`src/sfrt_pkg.sv`:
```
package sfrt_pkg;

    // default table depth and number of links
    localparam int ROUTES_DEF = 16;
    localparam int LINKS      = 8;

    localparam int ADDR_W = 8;
    localparam int LINK_W = 3;
    localparam int CFG_W  = 8;

    typedef enum logic [0:0] {
        OP_ROUTE = 1'b0,
        OP_ADD   = 1'b1
    } opcode_t;

    typedef enum logic [2:0] {
        ST_OK        = 3'd0,
        ST_LOCAL     = 3'd1,
        ST_FORWARDED = 3'd2,
        ST_BAD       = 3'd3,
        ST_FULL      = 3'd4
    } status_t;

    typedef enum logic [1:0] {
        REG_OWN_ADDRESS      = 2'd0,
        REG_LINK_ENABLE_MASK = 2'd1,
        REG_DEFAULT_ENABLE   = 2'd2,
        REG_DEFAULT_LINK     = 2'd3
    } reg_index_t;

    typedef enum logic [1:0] {
        S_IDLE,
        S_SCAN,
        S_FLUSH,
        S_DECIDE
    } state_t;

    typedef struct packed {
        opcode_t           opcode;
        logic [ADDR_W-1:0] dest_addr;
        logic [3:0]        new_link;
    } cmd_t;

    typedef struct packed {
        status_t           status;
        logic [LINK_W-1:0] out_link;
    } result_t;

    typedef struct packed {
        logic [ADDR_W-1:0] own_address;
        logic [LINKS-1:0]  link_enable_mask;
        logic              default_enable;
        logic [LINK_W-1:0] default_link;
    } cfg_t;

    // registered read of one table entry
    typedef struct packed {
        logic              valid;
        logic [ADDR_W-1:0] dest;
        logic [LINK_W-1:0] link;
    } tbl_rd_t;

    // table write request, index travels beside it
    typedef struct packed {
        logic              en;
        logic              set_valid;
        logic [ADDR_W-1:0] dest;
        logic [LINK_W-1:0] link;
    } tbl_wr_t;

endpackage

```
`src/sfrt_table.sv`:
```
module sfrt_table #(
    parameter int ROUTES = sfrt_pkg::ROUTES_DEF,
    parameter int IDX_W  = (ROUTES > 1) ? $clog2(ROUTES) : 1
) (
    input  logic              clk,
    input  logic              rst_n,
    input  logic [IDX_W-1:0]  rd_idx,
    output sfrt_pkg::tbl_rd_t rd,
    input  logic [IDX_W-1:0]  wr_idx,
    input  sfrt_pkg::tbl_wr_t wr
);

    logic [sfrt_pkg::ADDR_W-1:0] dest_mem [ROUTES];
    logic [sfrt_pkg::LINK_W-1:0] link_mem [ROUTES];
    logic [ROUTES-1:0]           valid_reg;
    logic                        rd_valid_reg;
    logic [sfrt_pkg::ADDR_W-1:0] rd_dest_reg;
    logic [sfrt_pkg::LINK_W-1:0] rd_link_reg;

    // entry storage, no reset
    always_ff @(posedge clk)
    begin
        if (wr.en)
        begin
            link_mem[wr_idx] <= wr.link;
            if (wr.set_valid)
            begin
                dest_mem[wr_idx] <= wr.dest;
            end
        end
        rd_dest_reg <= dest_mem[rd_idx];
        rd_link_reg <= link_mem[rd_idx];
    end

    // valid bits clear at reset so the table starts empty
    always_ff @(posedge clk or negedge rst_n)
    begin
        if (!rst_n)
        begin
            valid_reg    <= '0;
            rd_valid_reg <= 1'b0;
        end
        else
        begin
            if (wr.en && wr.set_valid)
            begin
                valid_reg[wr_idx] <= 1'b1;
            end
            rd_valid_reg <= valid_reg[rd_idx];
        end
    end

    assign rd = {rd_valid_reg, rd_dest_reg, rd_link_reg};

endmodule

```
`src/sfrt_ctrl.sv`:
```
module sfrt_ctrl #(
    parameter int ROUTES = sfrt_pkg::ROUTES_DEF,
    parameter int IDX_W  = (ROUTES > 1) ? $clog2(ROUTES) : 1
) (
    input  logic              clk,
    input  logic              rst_n,
    input  logic              start,
    input  sfrt_pkg::cmd_t    cmd,
    input  sfrt_pkg::cfg_t    cfg,
    output logic              busy,
    output logic [IDX_W-1:0]  rd_idx,
    input  sfrt_pkg::tbl_rd_t rd,
    output logic [IDX_W-1:0]  wr_idx,
    output sfrt_pkg::tbl_wr_t wr,
    output logic              result_valid,
    output sfrt_pkg::result_t result
);

    localparam logic [IDX_W-1:0] LAST_IDX = IDX_W'(ROUTES - 1);

    sfrt_pkg::state_t  state_reg, state_next;
    logic [IDX_W-1:0]  scan_idx_reg, scan_idx_next;
    logic [IDX_W-1:0]  cmp_idx_reg;
    logic              cmp_live_reg;
    sfrt_pkg::cmd_t    cmd_reg;

    logic              found_reg, found_next;
    logic [IDX_W-1:0]  found_idx_reg, found_idx_next;
    logic [sfrt_pkg::LINK_W-1:0] found_link_reg, found_link_next;
    logic              free_reg, free_next;
    logic [IDX_W-1:0]  free_idx_reg, free_idx_next;

    logic              done_reg, done_next;
    sfrt_pkg::result_t result_reg, result_next;

    logic              accept;
    logic              hit;
    logic              new_usable;
    logic [sfrt_pkg::LINK_W-1:0] fwd_link;
    logic              fwd_have;
    logic              fwd_usable;

    assign accept = start && (state_reg == sfrt_pkg::S_IDLE);
    assign busy   = (state_reg != sfrt_pkg::S_IDLE);

    // next state
    always_comb
    begin
        state_next = state_reg;
        case (state_reg)
            sfrt_pkg::S_IDLE:
            begin
                if (start)
                begin
                    state_next = sfrt_pkg::S_SCAN;
                end
            end
            sfrt_pkg::S_SCAN:
            begin
                if (scan_idx_reg == LAST_IDX)
                begin
                    state_next = sfrt_pkg::S_FLUSH;
                end
            end
            sfrt_pkg::S_FLUSH:  state_next = sfrt_pkg::S_DECIDE;
            sfrt_pkg::S_DECIDE: state_next = sfrt_pkg::S_IDLE;
            default:            state_next = sfrt_pkg::S_IDLE;
        endcase
    end

    // shared compare unit: one entry per cycle
    assign hit = cmp_live_reg && rd.valid && (rd.dest == cmd_reg.dest_addr);

    always_comb
    begin
        found_next      = found_reg;
        found_idx_next  = found_idx_reg;
        found_link_next = found_link_reg;
        free_next       = free_reg;
        free_idx_next   = free_idx_reg;
        if (accept)
        begin
            found_next = 1'b0;
            free_next  = 1'b0;
        end
        else
        begin
            // keep the lowest matching and the lowest free entry
            if (hit && !found_reg)
            begin
                found_next      = 1'b1;
                found_idx_next  = cmp_idx_reg;
                found_link_next = rd.link;
            end
            if (cmp_live_reg && !rd.valid && !free_reg)
            begin
                free_next     = 1'b1;
                free_idx_next = cmp_idx_reg;
            end
        end
    end

    // link checks
    assign new_usable = (cmd_reg.new_link < 4'(sfrt_pkg::LINKS))
                        && cfg.link_enable_mask[cmd_reg.new_link[sfrt_pkg::LINK_W-1:0]];
    assign fwd_have   = found_reg || cfg.default_enable;
    assign fwd_link   = found_reg ? found_link_reg : cfg.default_link;
    assign fwd_usable = ({1'b0, fwd_link} < 4'(sfrt_pkg::LINKS))
                        && cfg.link_enable_mask[fwd_link];

    // outputs: scan address, table write and result
    always_comb
    begin
        scan_idx_next = scan_idx_reg;
        rd_idx        = scan_idx_reg;
        wr_idx        = found_idx_reg;
        wr            = '0;
        done_next     = 1'b0;
        result_next   = result_reg;
        case (state_reg)
            sfrt_pkg::S_IDLE:
            begin
                scan_idx_next = '0;
            end
            sfrt_pkg::S_SCAN:
            begin
                if (scan_idx_reg != LAST_IDX)
                begin
                    scan_idx_next = scan_idx_reg + 1'b1;
                end
            end
            sfrt_pkg::S_FLUSH:
            begin
                scan_idx_next = scan_idx_reg;
            end
            sfrt_pkg::S_DECIDE:
            begin
                done_next            = 1'b1;
                result_next.out_link = '0;
                if (cmd_reg.opcode == sfrt_pkg::OP_ADD)
                begin
                    wr.dest = cmd_reg.dest_addr;
                    wr.link = cmd_reg.new_link[sfrt_pkg::LINK_W-1:0];
                    if (!new_usable)
                    begin
                        result_next.status = sfrt_pkg::ST_BAD;
                    end
                    else if (found_reg)
                    begin
                        wr.en              = 1'b1;
                        result_next.status = sfrt_pkg::ST_OK;
                    end
                    else if (free_reg)
                    begin
                        wr.en              = 1'b1;
                        wr.set_valid       = 1'b1;
                        wr_idx             = free_idx_reg;
                        result_next.status = sfrt_pkg::ST_OK;
                    end
                    else
                    begin
                        result_next.status = sfrt_pkg::ST_FULL;
                    end
                end
                else
                begin
                    if (cmd_reg.dest_addr == cfg.own_address)
                    begin
                        result_next.status = sfrt_pkg::ST_LOCAL;
                    end
                    else if (fwd_have && fwd_usable)
                    begin
                        result_next.status   = sfrt_pkg::ST_FORWARDED;
                        result_next.out_link = fwd_link;
                    end
                    else
                    begin
                        result_next.status = sfrt_pkg::ST_BAD;
                    end
                end
            end
            default:
            begin
                scan_idx_next = '0;
            end
        endcase
    end

    always_ff @(posedge clk or negedge rst_n)
    begin
        if (!rst_n)
        begin
            state_reg    <= sfrt_pkg::S_IDLE;
            scan_idx_reg <= '0;
            cmp_live_reg <= 1'b0;
            found_reg    <= 1'b0;
            free_reg     <= 1'b0;
            done_reg     <= 1'b0;
        end
        else
        begin
            state_reg    <= state_next;
            scan_idx_reg <= scan_idx_next;
            cmp_live_reg <= (state_reg == sfrt_pkg::S_SCAN);
            found_reg    <= found_next;
            free_reg     <= free_next;
            done_reg     <= done_next;
        end
    end

    always_ff @(posedge clk)
    begin
        cmp_idx_reg    <= scan_idx_reg;
        found_idx_reg  <= found_idx_next;
        found_link_reg <= found_link_next;
        free_idx_reg   <= free_idx_next;
        result_reg     <= result_next;
        if (accept)
        begin
            cmd_reg <= cmd;
        end
    end

    assign result_valid = done_reg;
    assign result       = result_reg;

`ifndef SYNTHESIS
    // every result comes from the decide step
    a_done_after_decide: assert property (@(posedge clk) disable iff (!rst_n)
        done_reg |-> $past(state_reg == sfrt_pkg::S_DECIDE))
        else $error("result without decide step");

    // decide always yields a result
    a_decide_gives_done: assert property (@(posedge clk) disable iff (!rst_n)
        (state_reg == sfrt_pkg::S_DECIDE) |=> done_reg)
        else $error("decide step without result");

    // out_link is clear unless forwarded
    a_link_clear: assert property (@(posedge clk) disable iff (!rst_n)
        (done_reg && (result_reg.status != sfrt_pkg::ST_FORWARDED)) |-> (result_reg.out_link == '0))
        else $error("out_link set on non-forwarded result");

    // table is only written while deciding an add
    a_write_only_add: assert property (@(posedge clk) disable iff (!rst_n)
        wr.en |-> ((state_reg == sfrt_pkg::S_DECIDE) && (cmd_reg.opcode == sfrt_pkg::OP_ADD)
                   && new_usable))
        else $error("table write outside add");

    // a claimed entry was seen free during the scan
    a_claim_free: assert property (@(posedge clk) disable iff (!rst_n)
        (wr.en && wr.set_valid) |-> (free_reg && !found_reg))
        else $error("claim without free entry");
`endif

endmodule

```
`src/static_frame_route_table_core.sv`:
```
// static frame route table: a command starts with start high while busy is low;
// busy then stays high while the table is scanned one entry per cycle through
// a single compare unit (one registered table read port), followed by a flush
// and a decide step; the transaction result appears with result_valid high for
// exactly one cycle, in the first cycle in which busy is low again, and a new
// command may be started in that same cycle; the receiver cannot stall the
// result, it must take it in that cycle; the route table is empty after reset
// through per-entry valid bits, with no clearing pass; configuration writes
// take effect at once and must only be issued while the block is idle
module static_frame_route_table_core #(
    parameter int ROUTES = sfrt_pkg::ROUTES_DEF
) (
    input  logic                       clk,
    input  logic                       rst_n,
    // command side
    input  logic                       start,
    input  sfrt_pkg::cmd_t             cmd,
    output logic                       busy,
    // result side
    output logic                       result_valid,
    output sfrt_pkg::result_t          result,
    // register write port
    input  logic                       wr_en,
    input  logic [1:0]                 wr_index,
    input  logic [sfrt_pkg::CFG_W-1:0] wr_data
);

    // index width into the table
    localparam int IDX_W = (ROUTES > 1) ? $clog2(ROUTES) : 1;

    sfrt_pkg::cfg_t    cfg_reg;
    logic [IDX_W-1:0]  rd_idx;
    logic [IDX_W-1:0]  wr_idx;
    sfrt_pkg::tbl_rd_t tbl_rd;
    sfrt_pkg::tbl_wr_t tbl_wr;

    // configuration registers, all reset to zero
    always_ff @(posedge clk or negedge rst_n)
    begin
        if (!rst_n)
        begin
            cfg_reg <= '0;
        end
        else if (wr_en)
        begin
            case (sfrt_pkg::reg_index_t'(wr_index))
                sfrt_pkg::REG_OWN_ADDRESS:
                    cfg_reg.own_address <= wr_data[sfrt_pkg::ADDR_W-1:0];
                sfrt_pkg::REG_LINK_ENABLE_MASK:
                    cfg_reg.link_enable_mask <= wr_data[sfrt_pkg::LINKS-1:0];
                sfrt_pkg::REG_DEFAULT_ENABLE:
                    cfg_reg.default_enable <= wr_data[0];
                sfrt_pkg::REG_DEFAULT_LINK:
                    cfg_reg.default_link <= wr_data[sfrt_pkg::LINK_W-1:0];
                default:
                    cfg_reg <= cfg_reg;
            endcase
        end
    end

    // sequencer with the shared compare unit
    sfrt_ctrl #(
        .ROUTES (ROUTES),
        .IDX_W  (IDX_W)
    ) u_ctrl (
        .clk          (clk),
        .rst_n        (rst_n),
        .start        (start),
        .cmd          (cmd),
        .cfg          (cfg_reg),
        .busy         (busy),
        .rd_idx       (rd_idx),
        .rd           (tbl_rd),
        .wr_idx       (wr_idx),
        .wr           (tbl_wr),
        .result_valid (result_valid),
        .result       (result)
    );

    // route storage with valid bits
    sfrt_table #(
        .ROUTES (ROUTES),
        .IDX_W  (IDX_W)
    ) u_table (
        .clk    (clk),
        .rst_n  (rst_n),
        .rd_idx (rd_idx),
        .rd     (tbl_rd),
        .wr_idx (wr_idx),
        .wr     (tbl_wr)
    );

endmodule

```
`config.mk`:
```
export PLATFORM = sky130hd
export DESIGN_NAME = static_frame_route_table_core
export DESIGN_NICKNAME = d
export VERILOG_FILES = /design/src/sfrt_pkg.sv /design/src/sfrt_table.sv /design/src/sfrt_ctrl.sv /design/src/static_frame_route_table_core.sv
export SDC_FILE = /design/constraint.sdc
export NUM_CORES = 1
export LEC_CHECK = 0
export ABC_AREA = 1
export CAP_MARGIN = 20
export CORE_MARGIN = 10
export CORE_UTILIZATION = 50
export DETAILED_ROUTE_END_ITERATION = 8
export DONT_BUFFER_PORTS = 1
export PLACE_DENSITY = 0.63
export SLEW_MARGIN = 20
export SYNTH_ARGS = -nofsm -noshare
export SYNTH_HDL_FRONTEND = slang
export SYNTH_SLANG_ARGS = --single-unit
```
`constraint.sdc`:
```
create_clock -name clk -period 3.3 [get_ports clk]
set_input_delay 0.66 -clock clk [delete_from_list [all_inputs] [get_ports clk]]
set_output_delay 0.66 -clock clk [all_outputs]
set_load 0.02 [all_outputs]
```
## Word-level counts from Yosys, hierarchy flattened

Memories as Yosys holds them, arrays and structs flattened. A register that Yosys moved wholly into a read port is not among the register bits.
Cells that the tools add are included.
W data, S select, Z words.

| cells by class | value |
|---|---|
| equality and inequality tests | 13 |
| muxes and demuxes | 41 |
| add/subtract/negate cells | 1 |
| bitwise logic cells | 3 |
| reduce and logical (&&, ||, !) cells | 29 |
| order comparisons | 6 |

Operator list:

| kind | number |
|---|---|
| $mux W13 | 2 |
| $mux W4 | 6 |
| $mux W3 | 6 |
| $mux W1 | 17 |
| $eq A8 B8 Y1 | 2 |
| $or A16 B16 Y16 | 1 |
| $reduce_and A2 Y1 | 8 |
| $logic_and A1 B1 Y1 | 10 |
| $lt A4 B5 Y1 const B | 2 |
| $eq A2 B2 Y1 const B | 4 |
| $lt A3 B4 Y1 const B | 2 |
| $mux W2 | 4 |
| $pmux W2 S4 | 1 |
| $pmux W4 S2 | 1 |
| $reduce_bool A2 Y1 | 4 |
| $bmux W1 S3 | 2 |
| $add A4 B1 Y4 const B | 1 |
| $bmux W1 S4 | 1 |
| $demux W1 S4 | 1 |
| $eq A2 B1 Y1 const B | 2 |
| $eq A4 B4 Y1 const B | 1 |
| $ge A4 B1 Y1 const B | 1 |
| $logic_not A2 Y1 | 2 |
| $lt A4 B4 Y1 const B | 1 |
| 7 further kinds | 11 |

| storage, ports and cells | value |
|---|---|
| memory bits (writable) | 176 |
| input bits | 27 |
| memories kept | 2 |
| bits in registers | 81 |

Memory list:

| name | depth | bits a word | read ports | clocked after Yosys merged registers in | wr ports | line | RTL |
|---|---|---|---|---|---|---|---|
| u_table.dest_mem | 16 | 8 | 1 | 1 | 1 | sfrt_table.sv:13 | `logic [sfrt_pkg::ADDR_W-1:0] dest_mem [ROUTES];` |
| u_table.link_mem | 16 | 3 | 1 | 1 | 1 | sfrt_table.sv:14 | `logic [sfrt_pkg::LINK_W-1:0] link_mem [ROUTES];` |

## Longest topological paths before layout

| depth | value |
|---|---|
| depth in word-level cells | 11 |
| depth in mapped cells | 12 |
| gate-level depth less buffers | 12 |

## Hierarchy

A second synthesis with hierarchy kept.

| second synthesis, totals | value |
|---|---|
| cells, all modules | 1200 |
| area total of the unflattened synthesis | 11767.5 µm² |

By module, submodules not included:

| module | area an instance (µm²) | instances | cells an instance |
|---|---|---|---|
| sfrt_table | 8749.6 | 1 | 877 |
| sfrt_ctrl | 2182.1 | 1 | 231 |
| static_frame_route_table_core | 835.8 | 1 | 92 |

## Worst setup path before layout

Ideal clock, no wire load.

| timing | value |
|---|---|
| path kind | reg2reg |
| start point | register u_ctrl.state_reg[0] |
| end point | memory u_table.dest_mem[0][1] (netlist bit), data pin |
| arrival time | 1.772 ns |
| setup time | 0.277 ns |
| path slack | 1.251 ns |
| buffers on the path | 2 |
| period minus slack after synthesis | 2.049 ns |
| cell stages (with the launch flop) | 6 |
| path through | dfrtp_1 ha_1 buf_1 nand2_1 clkbuf_1 nor2_1 |

RTL lines:

| item | line | RTL |
|---|---|---|
| from (decl) | sfrt_ctrl.sv:21 | `sfrt_pkg::state_t state_reg, state_next;` |
| from (signal assigned) | sfrt_ctrl.sv:193 | `state_reg <= sfrt_pkg::S_IDLE;` |
| from (signal assigned) | sfrt_ctrl.sv:202 | `state_reg <= state_next;` |
| to (decl) | sfrt_table.sv:13 |  |

## Worst setup path after layout

| timing | value |
|---|---|
| start point | register u_ctrl.state_reg[1] |
| end point | memory u_table.dest_mem[2][1] (netlist bit), enable pin |

| between the ends | value |
|---|---|
| longest elaborated chain between the ends | 5 |
| elaborated cells between the ends (all ways) | 6 |
| those cells by class | eq/ne (1); mux (5) |

Ends and longest elaborated chain:

| item | line | RTL |
|---|---|---|
| $eq A2 B2 Y1 (*) | sfrt_ctrl.sv:120 | `case (state_reg)` |
| $mux W13 | sfrt_ctrl.sv:120 |  |
| $mux W1 | sfrt_table.sv:26 | `if (wr.set_valid)` |
| $mux W1 | sfrt_table.sv:23 | `if (wr.en)` |
| $mux W1 (implied by the code) | sfrt_table.sv:28 | `dest_mem[wr_idx] <= wr.dest;` |

Every way passes the cells marked *; elsewhere a longest branch is shown, timed or not.

==> impl_metrics.ini <==
[final_layout]
final_cell_mix = edfxtp_1 (206), nand2_1 (168), o21ai_0 (96)
final_nets = 984
regArea_mm2 = 0.007664
drive_above_1_share_pct = 10.78
largest_register_ffs = 128
fin_util_pct = 56.97
fillers = 1736
syn_to_final_growth_pct = 12.83
final_common_cell = edfxtp_1
n_antenna_cell = 0
multi_input_area_mm2 = 0.002793

[timing]
clock.fmax_mhz = 385.6
setup_violations = 0
slew_violations = 0
fin_tns_setup_ns = 0
min_period_over_period_pct = 78.58
fin_worst_skew_ns = 0.006767
finalHoldViolCount = 0
fin_crit_ns = 2.593
max_slew_margin_pct = 42.71
rsz0062_at_grt = no
worst_pin_slew_ns = 0.8584

[floorplanning]
core.rowCount = 54
die_y_um = 168
dieArea_mm2 = 0.02822
dieWidth_um = 168
io_pins = 35
initial_core_util_pct = 50.50
core-area_mm2 = 0.02169

[clock_network]
path_clk_slew_ns = 0.06
cts.hold.buffers_added = 2
numCtsBuffers = 28
cts_setup_buffers = 0
clk_root_buffer_cell = clkbuf_16
clock-sinks = 268
htreeDepth = 1
cts_tree = done
cts_resized = 0
clock_latency_ns = 0.53
clk_path_buf_depth = 3

[place]
routabilityCongestion = 0.8237
io_buffers = 0
hpwl_um = 17600

[setup_path]
rr_startpoint = u_ctrl.state_reg[1]
ff2ff_setup_slack_ns = 0.71
worstReg2RegEnd = u_table.dest_mem[2][1]
crit_arrival_ns = 2.80
critPathCaptureType = register
path_max_fanout = 16
worstPathRequired_ns = 3.50
rr_worst_depth = 5
timing_worst_setup_path_type = register to register
critPathLaunchType = register

[global_routing]
antenna_found_initial = 0
grt_pass1_vias = 7003
grt_max_degree = 102
grt_use_total_pct = 18.55
grt_pass1_wl_um = 41320
grt-ovfl-total = 0

[yosys]
yosysTopAreaCell = edfxtp_1
seq_area_frac_synth_pct = 69.96
synth.ff_latch_count = 268
synth_cell_type_count = 38
netlist_instances = 940
ys.warnings.count = 0
yosysTopAreaCellShare_pct = 56.48
synthesis.area_mm2 = 0.01095
ys_top_cells_by_area = edfxtp_1 (56%), dfrtp_1 (11%), nand2_1 (5.8%)
syn_nets = 972
syn_avg_cell_area_um2 = 11.65

[pwr]
leakage_uw = 0.004825
clock_power_share_pct = 34.3
comb_power_share_pct = 22.1
power.internal_uw = 6755
p_per_area_mw_per_mm2 = 795.2
peakVddDrop_uv = 346.0
switching_share_pct = 31.25
power.share.sequential_pct = 43.6
p_sw_uw = 3071

[detailed_routing]
firstDrtPassIters = 8
num_vias = 7056
wirelength_um = 26850
routedWlPerCell_um = 21.41
avgViaCountPerCell = 5.627
drc = 0
first_iter_violations = 681
antenna_left = 0

[hold_path]
min-delay-start = cmd[12]
hold_path_end = u_ctrl.cmd_reg[12]
hold_depth = 0
hp-class = primary input to register

[job]
maxCapViolCount = 0

[run_status]
status = completed
==> synth_stat cells <==
cell	n
edfxtp_1	206
nand2_1	168
o21ai_0	96
nor2_1	82
inv_1	81
dfrtp_1	47
nand3_1	42
a21oi_1	39
clkbuf_1	31
nand4_1	19
o22ai_1	16
dfxtp_1	15
xor2_1	14
a221oi_1	13
nand2_2	9
nor2_4	9
o221ai_1	9
buf_2	7
ha_1	5
nand3_2	4
inv_2	3
nor3_1	3
nor4_1	3
buf_1	2
buf_4	2
clkinv_1	2
o21ai_1	2
a211oi_1	1
a21bo_2	1
a21oi_4	1
a22o_1	1
and2_1	1
nand4_2	1
nand4_4	1
nor2_8	1
o2111ai_1	1
o211ai_2	1
or2_2	1
==> per-layer routing <==
metal / routed length, µm / track usage, % / share of wire [%] / vias to the layer above
met2: 12890 / 30.28 / 48 / 286
met4: 588 / 5.337 / 2.2 / 0
met5: 0 / 0 / 0 / -
met3: 1910 / 3.655 / 7.1 / 49
met1: 11470 / 24.67 / 43 / 3402
li1: - / - / - / 3319
==> cell families (layout without fill, tap and decap cells) <==
group / after synthesis / after routing / share of synthesized area, %
compound gates: 181 / 181 / 9.517
fa+ha+maj: 5 / 5 / 0.5712
xor+xnor: 14 / 14 / 1.120
flops: 268 / 268 / 69.96
simple gates: 344 / 344 / 14.29
buf+inv: 128 / 162 / 4.536
==> per-stage QoR <==
step                worst slack (ns)  instances  power (µW)  hold slack [ns]  cell area [µm²]
floorplan                      1.251        940        5714           0.3422            10950
global placement              0.8892       1200        6464           0.3660            11320
detailed placement            0.8401       1200        6499           0.3660            11320
CTS                           0.7216       1254        9873           0.1999            12360
global route                  0.5255       1254       10270           0.1980            12360
finish                        0.7070       1254        9826           0.2180            12360
==> worst max-delay path, cell delays in order (launching register included) <==
cell	delay, ns
dfrtp_1	0.38
ha_1	0.51
nand4_4	0.26
inv_1	0.54
nand3_1	0.24
inv_1	0.31
==> how the worst max path moves through the flow <==
| stage | start | end | slack, ns | cells past startpoint |
|---|---|---|---|---|
| floorplan | u_ctrl.state_reg[0] | u_table.dest_mem[0][1] | 1.25 | 5 |
| global placement | u_ctrl.state_reg[0] | u_table.dest_mem[14][0] | 0.89 | 5 |
| detailed placement | u_ctrl.state_reg[0] | u_table.dest_mem[6][7] | 0.84 | 5 |
| CTS | u_ctrl.state_reg[1] | u_table.dest_mem[2][1] | 0.72 | 5 |
| global route | u_ctrl.state_reg[1] | u_table.dest_mem[2][4] | 0.53 | 5 |
| finish | u_ctrl.state_reg[1] | u_table.dest_mem[2][1] | 0.71 | 5 |
==> layout make-up <==
class                   count  share of cell area [%]
flip-flops and latches    268                   62.02
multi-input cells         544                   22.60
clock buffers              31                   5.934
well taps                 280                   2.835
inverters                  86                   2.612
clock inverters            21                   2.157
repair buffers             24                   1.843
==> power groups by stage <==
stage / clock, µW / combinational [µW] / sequential [µW]
final: 3370 / 2170 / 4290
after global routing: 3550 / 2410 / 4320
after CTS: 3410 / 2180 / 4290
after detailed placement: 0 / 2150 / 4350
after global placement: 0 / 2120 / 4340
after floorplan: 0 / 1440 / 4270
(Power assumes the default switching activity.)
